[src/rtl/lkv_pkg.sv]
`timescale 1ns / 1ps
`default_nettype none

package lkv_pkg;

    localparam int unsigned DATA_W = 32;
    localparam int unsigned CAP_W  = 5;

    localparam logic [CAP_W-1:0]  CAP_RESET  = 5'd16;
    localparam logic [DATA_W-1:0] MISS_VALUE = '1;
    localparam logic [DATA_W-1:0] PUT_VALUE  = '0;

    localparam logic OP_GET = 1'b0;
    localparam logic OP_PUT = 1'b1;

    typedef struct packed {
        logic hit;
        logic rd_en;
        logic wr_en;
    } lkv_access_t;

endpackage

`default_nettype wire

[src/rtl/lkv_req_if.sv]
`timescale 1ns / 1ps
`default_nettype none

interface lkv_req_if;
    logic                            valid;
    logic                            ready;
    logic                            op;
    logic signed [lkv_pkg::DATA_W-1:0] key;
    logic signed [lkv_pkg::DATA_W-1:0] write_value;

    modport source (output valid, output op, output key, output write_value, input ready);
    modport sink   (input valid, input op, input key, input write_value, output ready);
endinterface

`default_nettype wire

[src/rtl/lkv_resp_if.sv]
`timescale 1ns / 1ps
`default_nettype none

interface lkv_resp_if;
    logic                              valid;
    logic                              ready;
    logic                              found;
    logic signed [lkv_pkg::DATA_W-1:0] read_value;

    modport source (output valid, output found, output read_value, input ready);
    modport sink   (input valid, input found, input read_value, output ready);
endinterface

`default_nettype wire

[src/rtl/lru_key_value_cache.sv]
`timescale 1ns / 1ps
`default_nettype none

// Fully associative key/value cache with least-recently-used replacement.
// Requests arrive on req (valid/ready): op 0 is a get, op 1 is a put of
// write_value under key. Each request gives one response on resp
// (valid/ready): found tells whether the key was present, read_value carries
// the stored value on a get hit, all ones on a get miss and zero on a put.
// Keys, recency ranks and valid bits sit in a register array that is
// compared in parallel; values sit in a one-port-read synchronous RAM.
// The request is registered, then the tag compare and RAM access run in the
// lookup state; the RAM read data is registered and loaded in the fill state.
// No new request is taken while a lookup is in progress.
// A new request is taken in the cycle the previous response is loaded.
// If resp stalls, the response holds in its output register; one more request
// may be looked up, then req holds off until the register drains.
// cfg_we writes the capacity in use (values above MAX_ENTRIES act as
// MAX_ENTRIES); write it only while no request is outstanding.
// Reset clears all valid bits, empties the cache and sets capacity to 16.

module lru_key_value_cache #(
    parameter int unsigned MAX_ENTRIES = 16
) (
    input  wire logic                        clk,
    input  wire logic                        rst_n,
    input  wire logic                        cfg_we,
    input  wire logic [lkv_pkg::CAP_W-1:0]   cfg_wdata,
    lkv_req_if.sink                          req,
    lkv_resp_if.source                       resp
);

    localparam int unsigned IDX_W = (MAX_ENTRIES > 1) ? $clog2(MAX_ENTRIES) : 1;

    typedef enum logic [1:0] {
        ST_IDLE,
        ST_LOOKUP,
        ST_FILL
    } state_t;

    state_t                       state_reg;
    state_t                       state_next;
    logic [lkv_pkg::CAP_W-1:0]    cap_reg;
    logic                         op_reg;
    logic                         op_next;
    logic [lkv_pkg::DATA_W-1:0]   key_reg;
    logic [lkv_pkg::DATA_W-1:0]   key_next;
    logic [lkv_pkg::DATA_W-1:0]   wval_reg;
    logic [lkv_pkg::DATA_W-1:0]   wval_next;
    logic                         rsp_op_reg;
    logic                         rsp_op_next;
    logic                         rsp_found_reg;
    logic                         rsp_found_next;
    logic                         out_valid_reg;
    logic                         out_valid_next;
    logic                         out_found_reg;
    logic                         out_found_next;
    logic [lkv_pkg::DATA_W-1:0]   out_data_reg;
    logic [lkv_pkg::DATA_W-1:0]   out_data_next;

    lkv_pkg::lkv_access_t         access;
    logic [IDX_W-1:0]             slot_idx;
    logic [lkv_pkg::DATA_W-1:0]   ram_rdata;
    logic                         in_lookup;
    logic                         resp_free;
    logic                         accept;

    assign in_lookup = (state_reg == ST_LOOKUP);
    assign resp_free = !out_valid_reg || resp.ready;
    assign req.ready = (state_reg == ST_IDLE) || ((state_reg == ST_FILL) && resp_free);
    assign accept    = req.valid && req.ready;

    lkv_tag_array #(
        .MAX_ENTRIES (MAX_ENTRIES)
    ) u_tags (
        .clk    (clk),
        .rst_n  (rst_n),
        .op     (op_reg),
        .key    (key_reg),
        .cap    (cap_reg),
        .update (in_lookup),
        .access (access),
        .idx    (slot_idx)
    );

    lkv_ram #(
        .WIDTH (lkv_pkg::DATA_W),
        .DEPTH (MAX_ENTRIES)
    ) u_values (
        .clk   (clk),
        .we    (in_lookup && access.wr_en),
        .waddr (slot_idx),
        .wdata (wval_reg),
        .re    (in_lookup && access.rd_en),
        .raddr (slot_idx),
        .rdata (ram_rdata)
    );

    always_comb
    begin
        state_next     = state_reg;
        op_next        = op_reg;
        key_next       = key_reg;
        wval_next      = wval_reg;
        rsp_op_next    = rsp_op_reg;
        rsp_found_next = rsp_found_reg;
        out_valid_next = out_valid_reg && !resp.ready;
        out_found_next = out_found_reg;
        out_data_next  = out_data_reg;

        if (accept)
        begin
            op_next   = req.op;
            key_next  = req.key;
            wval_next = req.write_value;
        end

        case (state_reg)
            ST_IDLE:
            begin
                if (accept)
                begin
                    state_next = ST_LOOKUP;
                end
            end
            ST_LOOKUP:
            begin
                rsp_op_next    = op_reg;
                rsp_found_next = access.hit;
                state_next     = ST_FILL;
            end
            ST_FILL:
            begin
                if (resp_free)
                begin
                    out_valid_next = 1'b1;
                    out_found_next = rsp_found_reg;
                    if (rsp_op_reg == lkv_pkg::OP_PUT)
                    begin
                        out_data_next = lkv_pkg::PUT_VALUE;
                    end
                    else if (rsp_found_reg)
                    begin
                        out_data_next = ram_rdata;
                    end
                    else
                    begin
                        out_data_next = lkv_pkg::MISS_VALUE;
                    end
                    state_next = accept ? ST_LOOKUP : ST_IDLE;
                end
            end
            default:
            begin
                state_next = ST_IDLE;
            end
        endcase
    end

    always_ff @(posedge clk or negedge rst_n)
    begin
        if (!rst_n)
        begin
            state_reg     <= ST_IDLE;
            cap_reg       <= lkv_pkg::CAP_RESET;
            op_reg        <= lkv_pkg::OP_GET;
            key_reg       <= '0;
            wval_reg      <= '0;
            rsp_op_reg    <= lkv_pkg::OP_GET;
            rsp_found_reg <= 1'b0;
            out_valid_reg <= 1'b0;
            out_found_reg <= 1'b0;
            out_data_reg  <= '0;
        end
        else
        begin
            state_reg     <= state_next;
            if (cfg_we)
            begin
                cap_reg <= cfg_wdata;
            end
            op_reg        <= op_next;
            key_reg       <= key_next;
            wval_reg      <= wval_next;
            rsp_op_reg    <= rsp_op_next;
            rsp_found_reg <= rsp_found_next;
            out_valid_reg <= out_valid_next;
            out_found_reg <= out_found_next;
            out_data_reg  <= out_data_next;
        end
    end

    assign resp.valid      = out_valid_reg;
    assign resp.found      = out_found_reg;
    assign resp.read_value = out_data_reg;

endmodule

`default_nettype wire

[src/rtl/lkv_ram.sv]
`timescale 1ns / 1ps
`default_nettype none

module lkv_ram #(
    parameter int unsigned WIDTH = 32,
    parameter int unsigned DEPTH = 16,
    localparam int unsigned ADDR_W = (DEPTH > 1) ? $clog2(DEPTH) : 1
) (
    input  wire logic                     clk,
    input  wire logic                     we,
    input  wire logic [ADDR_W-1:0]        waddr,
    input  wire logic [WIDTH-1:0]         wdata,
    input  wire logic                     re,
    input  wire logic [ADDR_W-1:0]        raddr,
    output logic      [WIDTH-1:0]         rdata
);

    logic [WIDTH-1:0] mem_reg [DEPTH];
    logic [WIDTH-1:0] rdata_reg;

    always_ff @(posedge clk)
    begin
        if (we)
        begin
            mem_reg[waddr] <= wdata;
        end
        if (re)
        begin
            rdata_reg <= mem_reg[raddr];
        end
    end

    assign rdata = rdata_reg;

endmodule

`default_nettype wire

[src/rtl/lkv_tag_array.sv]
`timescale 1ns / 1ps
`default_nettype none

module lkv_tag_array #(
    parameter int unsigned MAX_ENTRIES = 16,
    localparam int unsigned IDX_W = (MAX_ENTRIES > 1) ? $clog2(MAX_ENTRIES) : 1
) (
    input  wire logic                              clk,
    input  wire logic                              rst_n,
    input  wire logic                              op,
    input  wire logic [lkv_pkg::DATA_W-1:0]        key,
    input  wire logic [lkv_pkg::CAP_W-1:0]         cap,
    input  wire logic                              update,
    output lkv_pkg::lkv_access_t                   access,
    output logic      [IDX_W-1:0]                  idx
);

    localparam int unsigned CNT_W = $clog2(MAX_ENTRIES + 1);
    localparam int unsigned CW    = (CNT_W > lkv_pkg::CAP_W) ? CNT_W : lkv_pkg::CAP_W;

    logic [lkv_pkg::DATA_W-1:0] keys_reg   [MAX_ENTRIES];
    logic [lkv_pkg::DATA_W-1:0] keys_next  [MAX_ENTRIES];
    logic [IDX_W-1:0]           ranks_reg  [MAX_ENTRIES];
    logic [IDX_W-1:0]           ranks_next [MAX_ENTRIES];
    logic [MAX_ENTRIES-1:0]     valid_reg;
    logic [MAX_ENTRIES-1:0]     valid_next;
    logic [CNT_W-1:0]           count_reg;
    logic [CNT_W-1:0]           count_next;

    logic [MAX_ENTRIES-1:0] hit_vec;
    logic [MAX_ENTRIES-1:0] victim_vec;
    logic [MAX_ENTRIES-1:0] free_vec;
    logic [MAX_ENTRIES-1:0] kept_vec;
    logic [IDX_W-1:0]       hit_idx;
    logic [IDX_W-1:0]       hit_rank;
    logic [IDX_W-1:0]       slot_idx;
    logic [IDX_W-1:0]       oldest_rank;
    logic [CW-1:0]          cap_w;
    logic [CW-1:0]          cap_sat;
    logic [CW-1:0]          count_w;
    logic                   hit;
    logic                   full;
    logic                   evict;
    logic                   insert;

    always_comb
    begin
        hit_idx     = '0;
        hit_rank    = '0;
        slot_idx    = '0;
        oldest_rank = IDX_W'(count_reg - CNT_W'(1));
        cap_w       = CW'(cap);
        cap_sat     = (cap_w > CW'(MAX_ENTRIES)) ? CW'(MAX_ENTRIES) : cap_w;
        count_w     = CW'(count_reg);
        for (int i = 0; i < MAX_ENTRIES; i++)
        begin
            hit_vec[i]    = valid_reg[i] && (keys_reg[i] == key);
            victim_vec[i] = valid_reg[i] && (ranks_reg[i] == oldest_rank);
            if (hit_vec[i])
            begin
                hit_idx  = hit_idx | IDX_W'(i);
                hit_rank = hit_rank | ranks_reg[i];
            end
        end
        hit    = |hit_vec;
        full   = (count_w >= cap_sat);
        evict  = (op == lkv_pkg::OP_PUT) && !hit && full && (count_reg != '0);
        insert = (op == lkv_pkg::OP_PUT) && !hit && (!full || (count_reg != '0));
        kept_vec = evict ? (valid_reg & ~victim_vec) : valid_reg;
        free_vec = ~kept_vec;
        for (int i = MAX_ENTRIES - 1; i >= 0; i--)
        begin
            if (free_vec[i])
            begin
                slot_idx = IDX_W'(i);
            end
        end

        access.hit   = hit;
        access.rd_en = (op == lkv_pkg::OP_GET) && hit;
        access.wr_en = ((op == lkv_pkg::OP_PUT) && hit) || insert;
        idx          = hit ? hit_idx : slot_idx;
    end

    always_comb
    begin
        keys_next  = keys_reg;
        ranks_next = ranks_reg;
        valid_next = valid_reg;
        count_next = count_reg;
        if (update)
        begin
            if (hit)
            begin
                for (int i = 0; i < MAX_ENTRIES; i++)
                begin
                    if (hit_vec[i])
                    begin
                        ranks_next[i] = '0;
                    end
                    else if (valid_reg[i] && (ranks_reg[i] < hit_rank))
                    begin
                        ranks_next[i] = ranks_reg[i] + IDX_W'(1);
                    end
                end
            end
            else if (insert)
            begin
                for (int i = 0; i < MAX_ENTRIES; i++)
                begin
                    if (kept_vec[i])
                    begin
                        ranks_next[i] = ranks_reg[i] + IDX_W'(1);
                    end
                end
                valid_next = kept_vec;
                valid_next[slot_idx] = 1'b1;
                keys_next[slot_idx]  = key;
                ranks_next[slot_idx] = '0;
                if (!evict)
                begin
                    count_next = count_reg + CNT_W'(1);
                end
            end
        end
    end

    always_ff @(posedge clk)
    begin
        keys_reg  <= keys_next;
        ranks_reg <= ranks_next;
    end

    always_ff @(posedge clk or negedge rst_n)
    begin
        if (!rst_n)
        begin
            valid_reg <= '0;
            count_reg <= '0;
        end
        else
        begin
            valid_reg <= valid_next;
            count_reg <= count_next;
        end
    end

endmodule

`default_nettype wire

[src/flat_wrapper.sv]
// flat-port wrapper written by rule: the top's interface ports become plain ports
module lru_key_value_cache_flat 
#(
    parameter int unsigned MAX_ENTRIES = 16
)
  (clk, rst_n, cfg_we, cfg_wdata, req_valid, req_op, req_key, req_write_value, req_ready, resp_valid, resp_found, resp_read_value, resp_ready);
  lkv_req_if req_i ();
  lkv_resp_if resp_i ();
  input  wire logic clk;
  input  wire logic rst_n;
  input  wire logic cfg_we;
  input  wire logic [lkv_pkg::CAP_W-1:0] cfg_wdata;
  input wire logic [$bits(req_i.valid)-1:0] req_valid;
  input wire logic [$bits(req_i.op)-1:0] req_op;
  input wire logic [$bits(req_i.key)-1:0] req_key;
  input wire logic [$bits(req_i.write_value)-1:0] req_write_value;
  output wire logic [$bits(req_i.ready)-1:0] req_ready;
  output wire logic [$bits(resp_i.valid)-1:0] resp_valid;
  output wire logic [$bits(resp_i.found)-1:0] resp_found;
  output wire logic [$bits(resp_i.read_value)-1:0] resp_read_value;
  input wire logic [$bits(resp_i.ready)-1:0] resp_ready;
  assign req_i.valid = req_valid;
  assign req_i.op = req_op;
  assign req_i.key = req_key;
  assign req_i.write_value = req_write_value;
  assign req_ready = req_i.ready;
  assign resp_valid = resp_i.valid;
  assign resp_found = resp_i.found;
  assign resp_read_value = resp_i.read_value;
  assign resp_i.ready = resp_ready;
  lru_key_value_cache #(.MAX_ENTRIES(MAX_ENTRIES)) u_core (.clk(clk), .rst_n(rst_n), .cfg_we(cfg_we), .cfg_wdata(cfg_wdata), .req(req_i), .resp(resp_i));
endmodule
[config.mk]
export PLATFORM = sky130hd
export DESIGN_NAME = lru_key_value_cache_flat
export DESIGN_NICKNAME = d
export VERILOG_FILES = /design/src/rtl/lkv_pkg.sv /design/src/rtl/lkv_req_if.sv /design/src/rtl/lkv_resp_if.sv /design/src/rtl/lru_key_value_cache.sv /design/src/rtl/lkv_ram.sv /design/src/rtl/lkv_tag_array.sv /design/src/flat_wrapper.sv
export SDC_FILE = /design/constraint.sdc
export NUM_CORES = 2
export LEC_CHECK = 0
export BUFFER_PORTS_ARGS = -buffer_cell sky130_fd_sc_hd__buf_2
export CAP_MARGIN = 30
export CORE_AREA = 2 2 444 446
export DETAILED_ROUTE_END_ITERATION = 16
export DIE_AREA = 0 0 446 448
export GPL_TIMING_DRIVEN = 0
export PLACE_DENSITY = 0.52
export SYNTH_ARGS = -nofsm -noshare
export SYNTH_HDL_FRONTEND = slang
export SYNTH_SLANG_ARGS = --single-unit
[constraint.sdc]
create_clock -name clk -period 9.72 [get_ports clk]
set_input_delay 0 -clock clk [delete_from_list [all_inputs] [get_ports clk]]
set_output_delay 0 -clock clk [all_outputs]
set_load 0.1 [all_outputs]
# Word-level counts from Yosys, hierarchy flattened
# Memory sizes are Yosys's and may differ from the RTL's. A register that Yosys moved wholly into a read port is not among the register bits.
# Cells that the tools add are included.
[word_totals]
ramBits = 512
n_memories = 1
ff_bits = 705
word_cells = 420
inputBits = 75
out_inout_bits = 35
[op_classes]
eq_ne = 52
n_mux = 165
n_bitwise = 25
n_addsub = 18
n_reduce_logical = 93
magnitude_cmp = 22
[mem_list]
columns = ["memory", "words", "width", "read_ports", "rd_clocked_by_memory_dff", "write_ports", "line_no", "source"]
rows = [
  ["u_core.u_values.mem_reg", 16, 32, 1, 1, 1, "lkv_ram.sv:18", "logic [WIDTH-1:0] mem_reg [DEPTH];"],
]
[op_table]
columns = ["cell", "count"]
rows = [
  ["$mux 4", 138],
  ["$bwmux 512", 1],
  ["$eq 32x32->1", 16],
  ["$demux 32 s4", 1],
  ["$mux 64", 2],
  ["$mux 32", 3],
  ["$add 4x1->4 const B", 16],
  ["$and 64x64->64", 1],
  ["$eq 4x4->1", 16],
  ["$lt 4x4->1", 16],
  ["$not 64->64", 1],
  ["$logic_and 1x1->1", 61],
  ["$or 4x4->4", 15],
  ["$reduce_and 3->1", 17],
  ["$ne 3x2->1 const B", 16],
  ["$not 16->16", 2],
  ["$and 16x16->16", 1],
  ["$demux 4 s4", 1],
  ["$mux 16", 1],
  ["$or 16x16->16", 1],
  ["$reduce_or 16->1", 1],
  ["$mux 3", 4],
  ["$mux 2", 4],
  ["$mux 1", 7],
  ["other kinds (23)", 33],
]

# Longest topological paths before layout
[depth]
depth_word = 38
ltp_mapped = 22
ltp_nobuf = 16

# Modules after synthesis
# A second synthesis with hierarchy kept.
[hier_totals]
hier_cells = 3340
hier_area_um2 = 54283.3
[by_module_without_submodules]
columns = ["mod", "cells_per_inst", "n_inst", "seq_area_each_um2", "area_each_um2"]
rows = [
  ["lkv_tag_array", 2195, 1, 17822.1, 29766.0],
  ["lkv_ram", 838, 1, 16335.7, 20156.8],
  ["lru_key_value_cache", 307, 1, 2703.8, 4360.4],
]

# Least setup slack after synthesis
# Ideal clock, no wire load.
[synth_path]
kind = "register -> register"
from = "register u_core.u_tags.count_reg[0]"
to = "memory u_core.u_values.mem_reg[1][0] (enable)"
synth_period_minus_slack_ns = 6.888
arrival_time_ns = 6.426
path_stages_with_launch = 21
setup_slack_ns = 2.832
setup_ns = 0.461
cell_sequence = "dfrtp_1 -> buf_2 -> buf_1 -> inv_1 -> ha_1 -> nand2b_1 -> a21o_1 -> a21o_1 -> a21o_1 -> a21o_1 -> nand2_1 -> clkbuf_1 -> o31ai_1 -> nor2_1 -> a211oi_4 -> nor3_4 -> a21boi_4 -> buf_6 -> buf_6 -> buf_2 -> nor3_1"
[synth_between]
elab_chain_len = 24
elab_cells_between_ends = 65
classes_between = "add/sub (1); order compare (1); eq/ne (16); mux (20); bitwise (3); reduce/logical (24)"
[synth_rtl]
columns = ["element", "line_no", "source"]
rows = [
  ["start, declared", "lkv_tag_array.sv:27", "logic [CNT_W-1:0] count_reg;"],
  ["start signal, assigned", "lkv_tag_array.sv:144", "count_reg <= count_next;"],
  ["$sub 4x1->4 *", "lkv_tag_array.sv:51", "oldest_rank = IDX_W'(count_reg - CNT_W'(1));"],
  ["named net u_core.u_tags.oldest_rank[0]", "lkv_tag_array.sv:37", "logic [IDX_W-1:0] oldest_rank;"],
  ["$eq 4x4->1", "lkv_tag_array.sv:58", "victim_vec[i] = valid_reg[i] && (ranks_reg[i] == oldest_rank);"],
  ["$logic_and 1x1->1", "lkv_tag_array.sv:58", ""],
  ["$not 16->16 *", "lkv_tag_array.sv:69", "kept_vec = evict ? (valid_reg & ~victim_vec) : valid_reg;"],
  ["$and 16x16->16 *", "lkv_tag_array.sv:69", ""],
  ["$mux 16 *", "lkv_tag_array.sv:69", ""],
  ["$not 16->16 *", "lkv_tag_array.sv:70", "free_vec = ~kept_vec;"],
  ["$mux 4 (15 in series)", "lkv_tag_array.sv:73", "if (free_vec[i])"],
  ["$mux 4 *", "lkv_tag_array.sv:73", ""],
  ["$mux 4 *", "lkv_tag_array.sv:82", "idx = hit ? hit_idx : slot_idx;"],
  ["end, declared", "lkv_ram.sv:18", ""],
]
# The timed path passes the listed nets; every way through them passes the cells marked *.

# Worst setup path after layout
[layout_path]
from = "register u_core.key_reg[16] (netlist name)"
to = "register u_core.u_tags.keys_reg[226] (netlist name) (enable)"
[layout_between]
elab_chain_len = 7
elab_cells_between_ends = 38
classes_between = "eq/ne (16); bitwise (1); reduce/logical (21)"
[layout_rtl]
columns = ["element", "line_no", "source"]
rows = [
  ["start, declared", "lru_key_value_cache.sv:45", "logic [lkv_pkg::DATA_W-1:0] key_reg;"],
  ["start signal, assigned", "lru_key_value_cache.sv:182", "key_reg <= key_next;"],
  ["$eq 32x32->1", "lkv_tag_array.sv:57", "hit_vec[i] = valid_reg[i] && (keys_reg[i] == key);"],
  ["$logic_and 1x1->1", "lkv_tag_array.sv:57", ""],
  ["$reduce_or 16->1 *", "lkv_tag_array.sv:65", "hit = |hit_vec;"],
  ["$logic_not 1->1", "lkv_tag_array.sv:68", "insert = (op == lkv_pkg::OP_PUT) && !hit && (!full || (count_reg != '0));"],
  ["$logic_and 1x1->1 (2 in series)", "lkv_tag_array.sv:68", ""],
  ["$reduce_and 3->1 (no source line) *", "-", ""],
  ["end signal, assigned", "lkv_tag_array.sv:130", "keys_reg <= keys_next;"],
  ["end, declared", "lkv_tag_array.sv:21", "logic [lkv_pkg::DATA_W-1:0] keys_reg [MAX_ENTRIES];"],
]
# Every way passes the cells marked *; elsewhere a longest branch is shown, timed or not.
# A chain may end at the register's enable or synchronous reset.

==> summary.md <==
| Metric | Value |
|---|---|
| Status | completed |
| Total grt overflow | 0 |
| Setup Buffers After CTS | 0 |
| Initial core utilization | 0.299 |
| DRT iter0 DRCs | 5,132 |
| Avg WL per Cell | 29.7 um |
| Layout area overhead | 20.0% |
| Fin area | 69,900 um^2 |
| CP Launch Type | flip-flop |
| Total GRT Usage | 0.218 |
| CTS tree | done |
| Worst-skew pair later-pin latency | 0.82 ns |
| RSZ-0062 raised after global routing | no |
| Die area | 200,000 um^2 |
| Remaining antenna violation count | 0 |
| Asr flop ratio synth | 0.103 |
| Final Max Slew Viols | 0 |
| CTS Buf Count | 143 |
| Beginning of the worst hold path | req_key[7] |
| Fillers | 18,700 |
| Multi-input logic area | 19,800 um^2 |
| P_int | 11.4 mW |
| Sw Pwr | 7.45 mW |
| Post-DR vias/cell | 5.52 |
| Crit path max-delay cell type | nor2_4 |
| Chip Height | 448 um |
| Synthesized flop and latch total | 1,249 |
| Initial DRT Pass Iterations | 6 |
| Final GP Congestion | 0.946 |
| Share of post-route cells with drive strength above 1 | 0.139 |
| Minimum clock period | 8.49 ns |
| Number of flops mapped to enable cells by yosys | 1,120 |
| Crit-path most repeated cell | buf_2 |
| Final net count | 4,974 |
| # clock sinks | 1,249 |
| Critical path class | flip-flop to flip-flop |
| Worst-path fanout max | 32 |
| Top_reg_cell synth | edfxtp_1 |
| Relative slew slack | 0.277 |
| H-Tree Depth | 4 |
| Number of global-route vias before repair | 40,000 |
| Switch share | 0.395 |
| Root buf cell | clkbuf_16 |
| Area after DPL | 63,900 um^2 |
| Hold Path Class | input pin to flip-flop |
| Layout Skew | 0.0480 ns |
| Leakage | 23.7 nW |
| Worst path required time | 10.13 ns |
| Clock power frac | 0.285 |
| DPL Wire Length | 153,000 um |
| Clock slew seen by the registers of the worst setup and hold paths | 0.06 ns |
| Final Hold Fails | 0 |
| Avg Inst Size Synth | 13.4 um^2 |
| Netlist cell types | 94 |
| Crit path cell chain | buf_8 -> buf_2 -> buf_4 -> xor2_1 -> nor4_1 -> nand4_1 -> nor4_4 -> nor4_2 -> nand4_2 -> buf_2 -> o31a_1 -> o211ai_1 -> a21oi_2 -> or3_1 -> buf_2 -> clkbuf_1 -> nand2_1 -> nor2_4 |
| Combinational share of power | 0.346 |
| # IOs | 110 |
| Sequential Power Share | 0.369 |
| Top delay family on crit path | simple AND/OR/NAND/NOR gates |
| Core outline area | 195,000 um^2 |
| Final Setup Violations | 0 |
| Mapped Cells | 4,337 |
| RR Startpoint | u_core.key_reg[16] |
| Worst EP arrival | 8.90 ns |
| Core Rows | 162 |
| PortBufs | 109 |
| Syn nets | 4,484 |
| Via Count | 41,300 |
| Die Wd | 446 um |
| Actual slew at the worst max-slew pin | 1.08 ns |
| Setup Total Neg Slack | 0 ns |
| Worst vdd ir | 0.217 mV |
| Routed wire length | 222,000 um |
| Post-CTS Resized | 0 |
| Pin count of the biggest net entering global routing | 90 |
| # Max-Cap Violations | 0 |
| Fin util | 0.359 |
| Fmax | 118 MHz |
| Initial antenna violation count | 15 |
| Worst setup EP type | flip-flop |
| First-pass GRT wire length | 308,000 um |
| PwrDens | 270 nW/um^2 |
| Max Root-Sink Buffers | 3 |
| Tcrit/Tclk final | 0.873 |
| Bufs and invs on worst path | 6 |
| # DRC | 0 |
| Post-Syn Area | 58,200 um^2 |
| Syn. warnings | 0 |
| Crit-path max cell delay | 0.99 ns |
| Worst Setup SP | u_core.key_reg[16] |
| Seq/Total Area, Yosys | 0.633 |
| Register area | 36,900 um^2 |
## worst paths after layout
kind / to / slack, ns / depth (start not counted)
setup / recovery: u_core.u_tags.keys_reg[226] / 1.23 / 18
setup reg to reg: u_core.u_tags.keys_reg[226] / 1.23 / 18
hold / removal: u_core.key_reg[7] / 0.04 / 3
max in group asynchronous: u_core.cap_reg[0] / 8.80 / 4
min in group asynchronous: u_core.wval_reg[10] / 0.35 / 4
hold reg to reg: u_core.resp.read_value[17] / 0.47 / 2
## final cells by class
type | count | share of cell area
buffer | 235 | 0.0200
clock inverter | 54 | 0.00993
clock buffer | 211 | 0.0564
timing repair buffer | 345 | 0.0513
sequential | 1249 | 0.527
inverter | 112 | 0.00601
tap | 2542 | 0.0455
antenna | 3 | 0.000107
multi-input combinational | 2741 | 0.283
## power groups by stage
stage | Clock, mW | Combinational [mW] | Sequential [mW]
floorplan | 0 | 3.35 | 7.29
global placement | 0 | 5.98 | 7.19
detailed placement | 0 | 6.36 | 7.07
CTS | 5.44 | 6.43 | 6.96
global route | 5.65 | 6.81 | 6.99
finish | 5.37 | 6.53 | 6.96
## cell usage in the layout (no fill, tap or decap), types with 22 or more instances in the layout
cell type | Yosys | layout
edfxtp_1 | 1120 | 1120
xor2_1 | 292 | 292
nand2_1 | 285 | 285
xnor2_1 | 271 | 271
clkbuf_1 | 101 | 155
nand4_1 | 149 | 149
buf_2 | 34 | 146
clkbuf_16 | 0 | 143
dlygate4sd3_1 | 0 | 132
o21ai_0 | 131 | 131
mux2i_1 | 131 | 131
nor4_1 | 125 | 124
dfrtp_1 | 128 | 122
nor2_1 | 142 | 117
inv_1 | 110 | 110
nand3_1 | 110 | 110
o211ai_1 | 102 | 102
a21oi_1 | 79 | 79
buf_6 | 34 | 77
ha_1 | 72 | 72
mux2_2 | 67 | 67
o22ai_1 | 66 | 66
nand2b_1 | 64 | 64
buf_4 | 49 | 58
nor3_1 | 58 | 47
o21a_1 | 43 | 43
nor2b_1 | 39 | 39
o31ai_1 | 38 | 38
a31oi_1 | 35 | 35
o221ai_1 | 35 | 35
buf_16 | 0 | 31
and3_1 | 28 | 28
a2bb2oi_1 | 28 | 28
a22o_1 | 27 | 27
nand3b_1 | 26 | 26
nor2_4 | 0 | 22
## layer usage
metal | vias to the layer above | part of all wire | global-route usage
met3 | 471 | 0.084 | 0.0414
met1 | 21000 | 0.41 | 0.288
met2 | 2193 | 0.46 | 0.346
met5 | - | 0 | 0
met4 | 0 | 0.048 | 0.102
li1 | 17700 | - | -
## Yosys cell counts (all sizes together), types with 8 or more instances
cell / n / share of area
a211o: 16 / 0.0024
a21o: 10 / 0.0013
a21oi: 81 / 0.0071
a221oi: 9 / 0.0015
a22o: 27 / 0.0041
a22oi: 20 / 0.0026
a2bb2oi: 28 / 0.0042
a31oi: 35 / 0.0038
a32oi: 12 / 0.0018
and2: 9 / 0.00097
and3: 28 / 0.0030
and4: 14 / 0.0021
and4b: 12 / 0.0021
buf: 133 / 0.017
clkbuf: 102 / 0.0066
dfrtp: 128 / 0.055
edfxtp: 1120 / 0.58
ha: 72 / 0.015
inv: 112 / 0.0072
mux2: 67 / 0.013
mux2i: 131 / 0.023
nand2: 286 / 0.018
nand2b: 64 / 0.0069
nand3: 110 / 0.0095
nand3b: 26 / 0.0034
nand4: 150 / 0.016
nand4b: 8 / 0.0012
nor2: 144 / 0.0094
nor2b: 39 / 0.0042
nor3: 62 / 0.0058
nor4: 138 / 0.017
nor4b: 12 / 0.0018
o2111ai: 20 / 0.0030
o211ai: 102 / 0.013
o21a: 43 / 0.0055
o21ai: 140 / 0.012
o221ai: 35 / 0.0053
o22a: 16 / 0.0024
o22ai: 66 / 0.0071
o31ai: 41 / 0.0055
or3: 8 / 0.00086
or4: 14 / 0.0018
xnor2: 271 / 0.041
xor2: 292 / 0.044
## metrics by stage
step,setup slack (ns),hold WS (ns),total power [mW],std cells
after floorplan,2.83,-0.296,10.6,4337
after global placement,-3.73,0.228,13.2,6988
after detailed placement,1.46,-0.0138,13.4,7087
after CTS,1.44,0.00517,18.8,7485
after global routing,1.09,0.0377,19.4,7489
final,1.23,0.0442,18.9,7492
## tightest hold or removal path, delay by kind of cell
family | cells | cell delay, ns
buffers and inverters | 2 | 0.66
multiplexers | 1 | 0.16
## logic make-up (layout without fill, tap and decap cells)
logic type | count (synthesis) | after routing | synth area share
AOI/OAI and AO/OA | 765 | 765 | 0.0930
adders and majority gates | 72 | 72 | 0.0155
xor gates and xnor gates | 563 | 563 | 0.0847
muxes | 198 | 198 | 0.0355
and+or+nand+nor | 1143 | 1143 | 0.107
DFF | 1249 | 1249 | 0.633
other | 0 | 3 | 0
buffers and inverters | 347 | 957 | 0.0311
## what timing repair did
action	CTS	global route
setup endpoints to repair	0	0
hold buffers	133	0
endpoints found under the hold margin	200	0
Power figures use the tool's default switching activity.
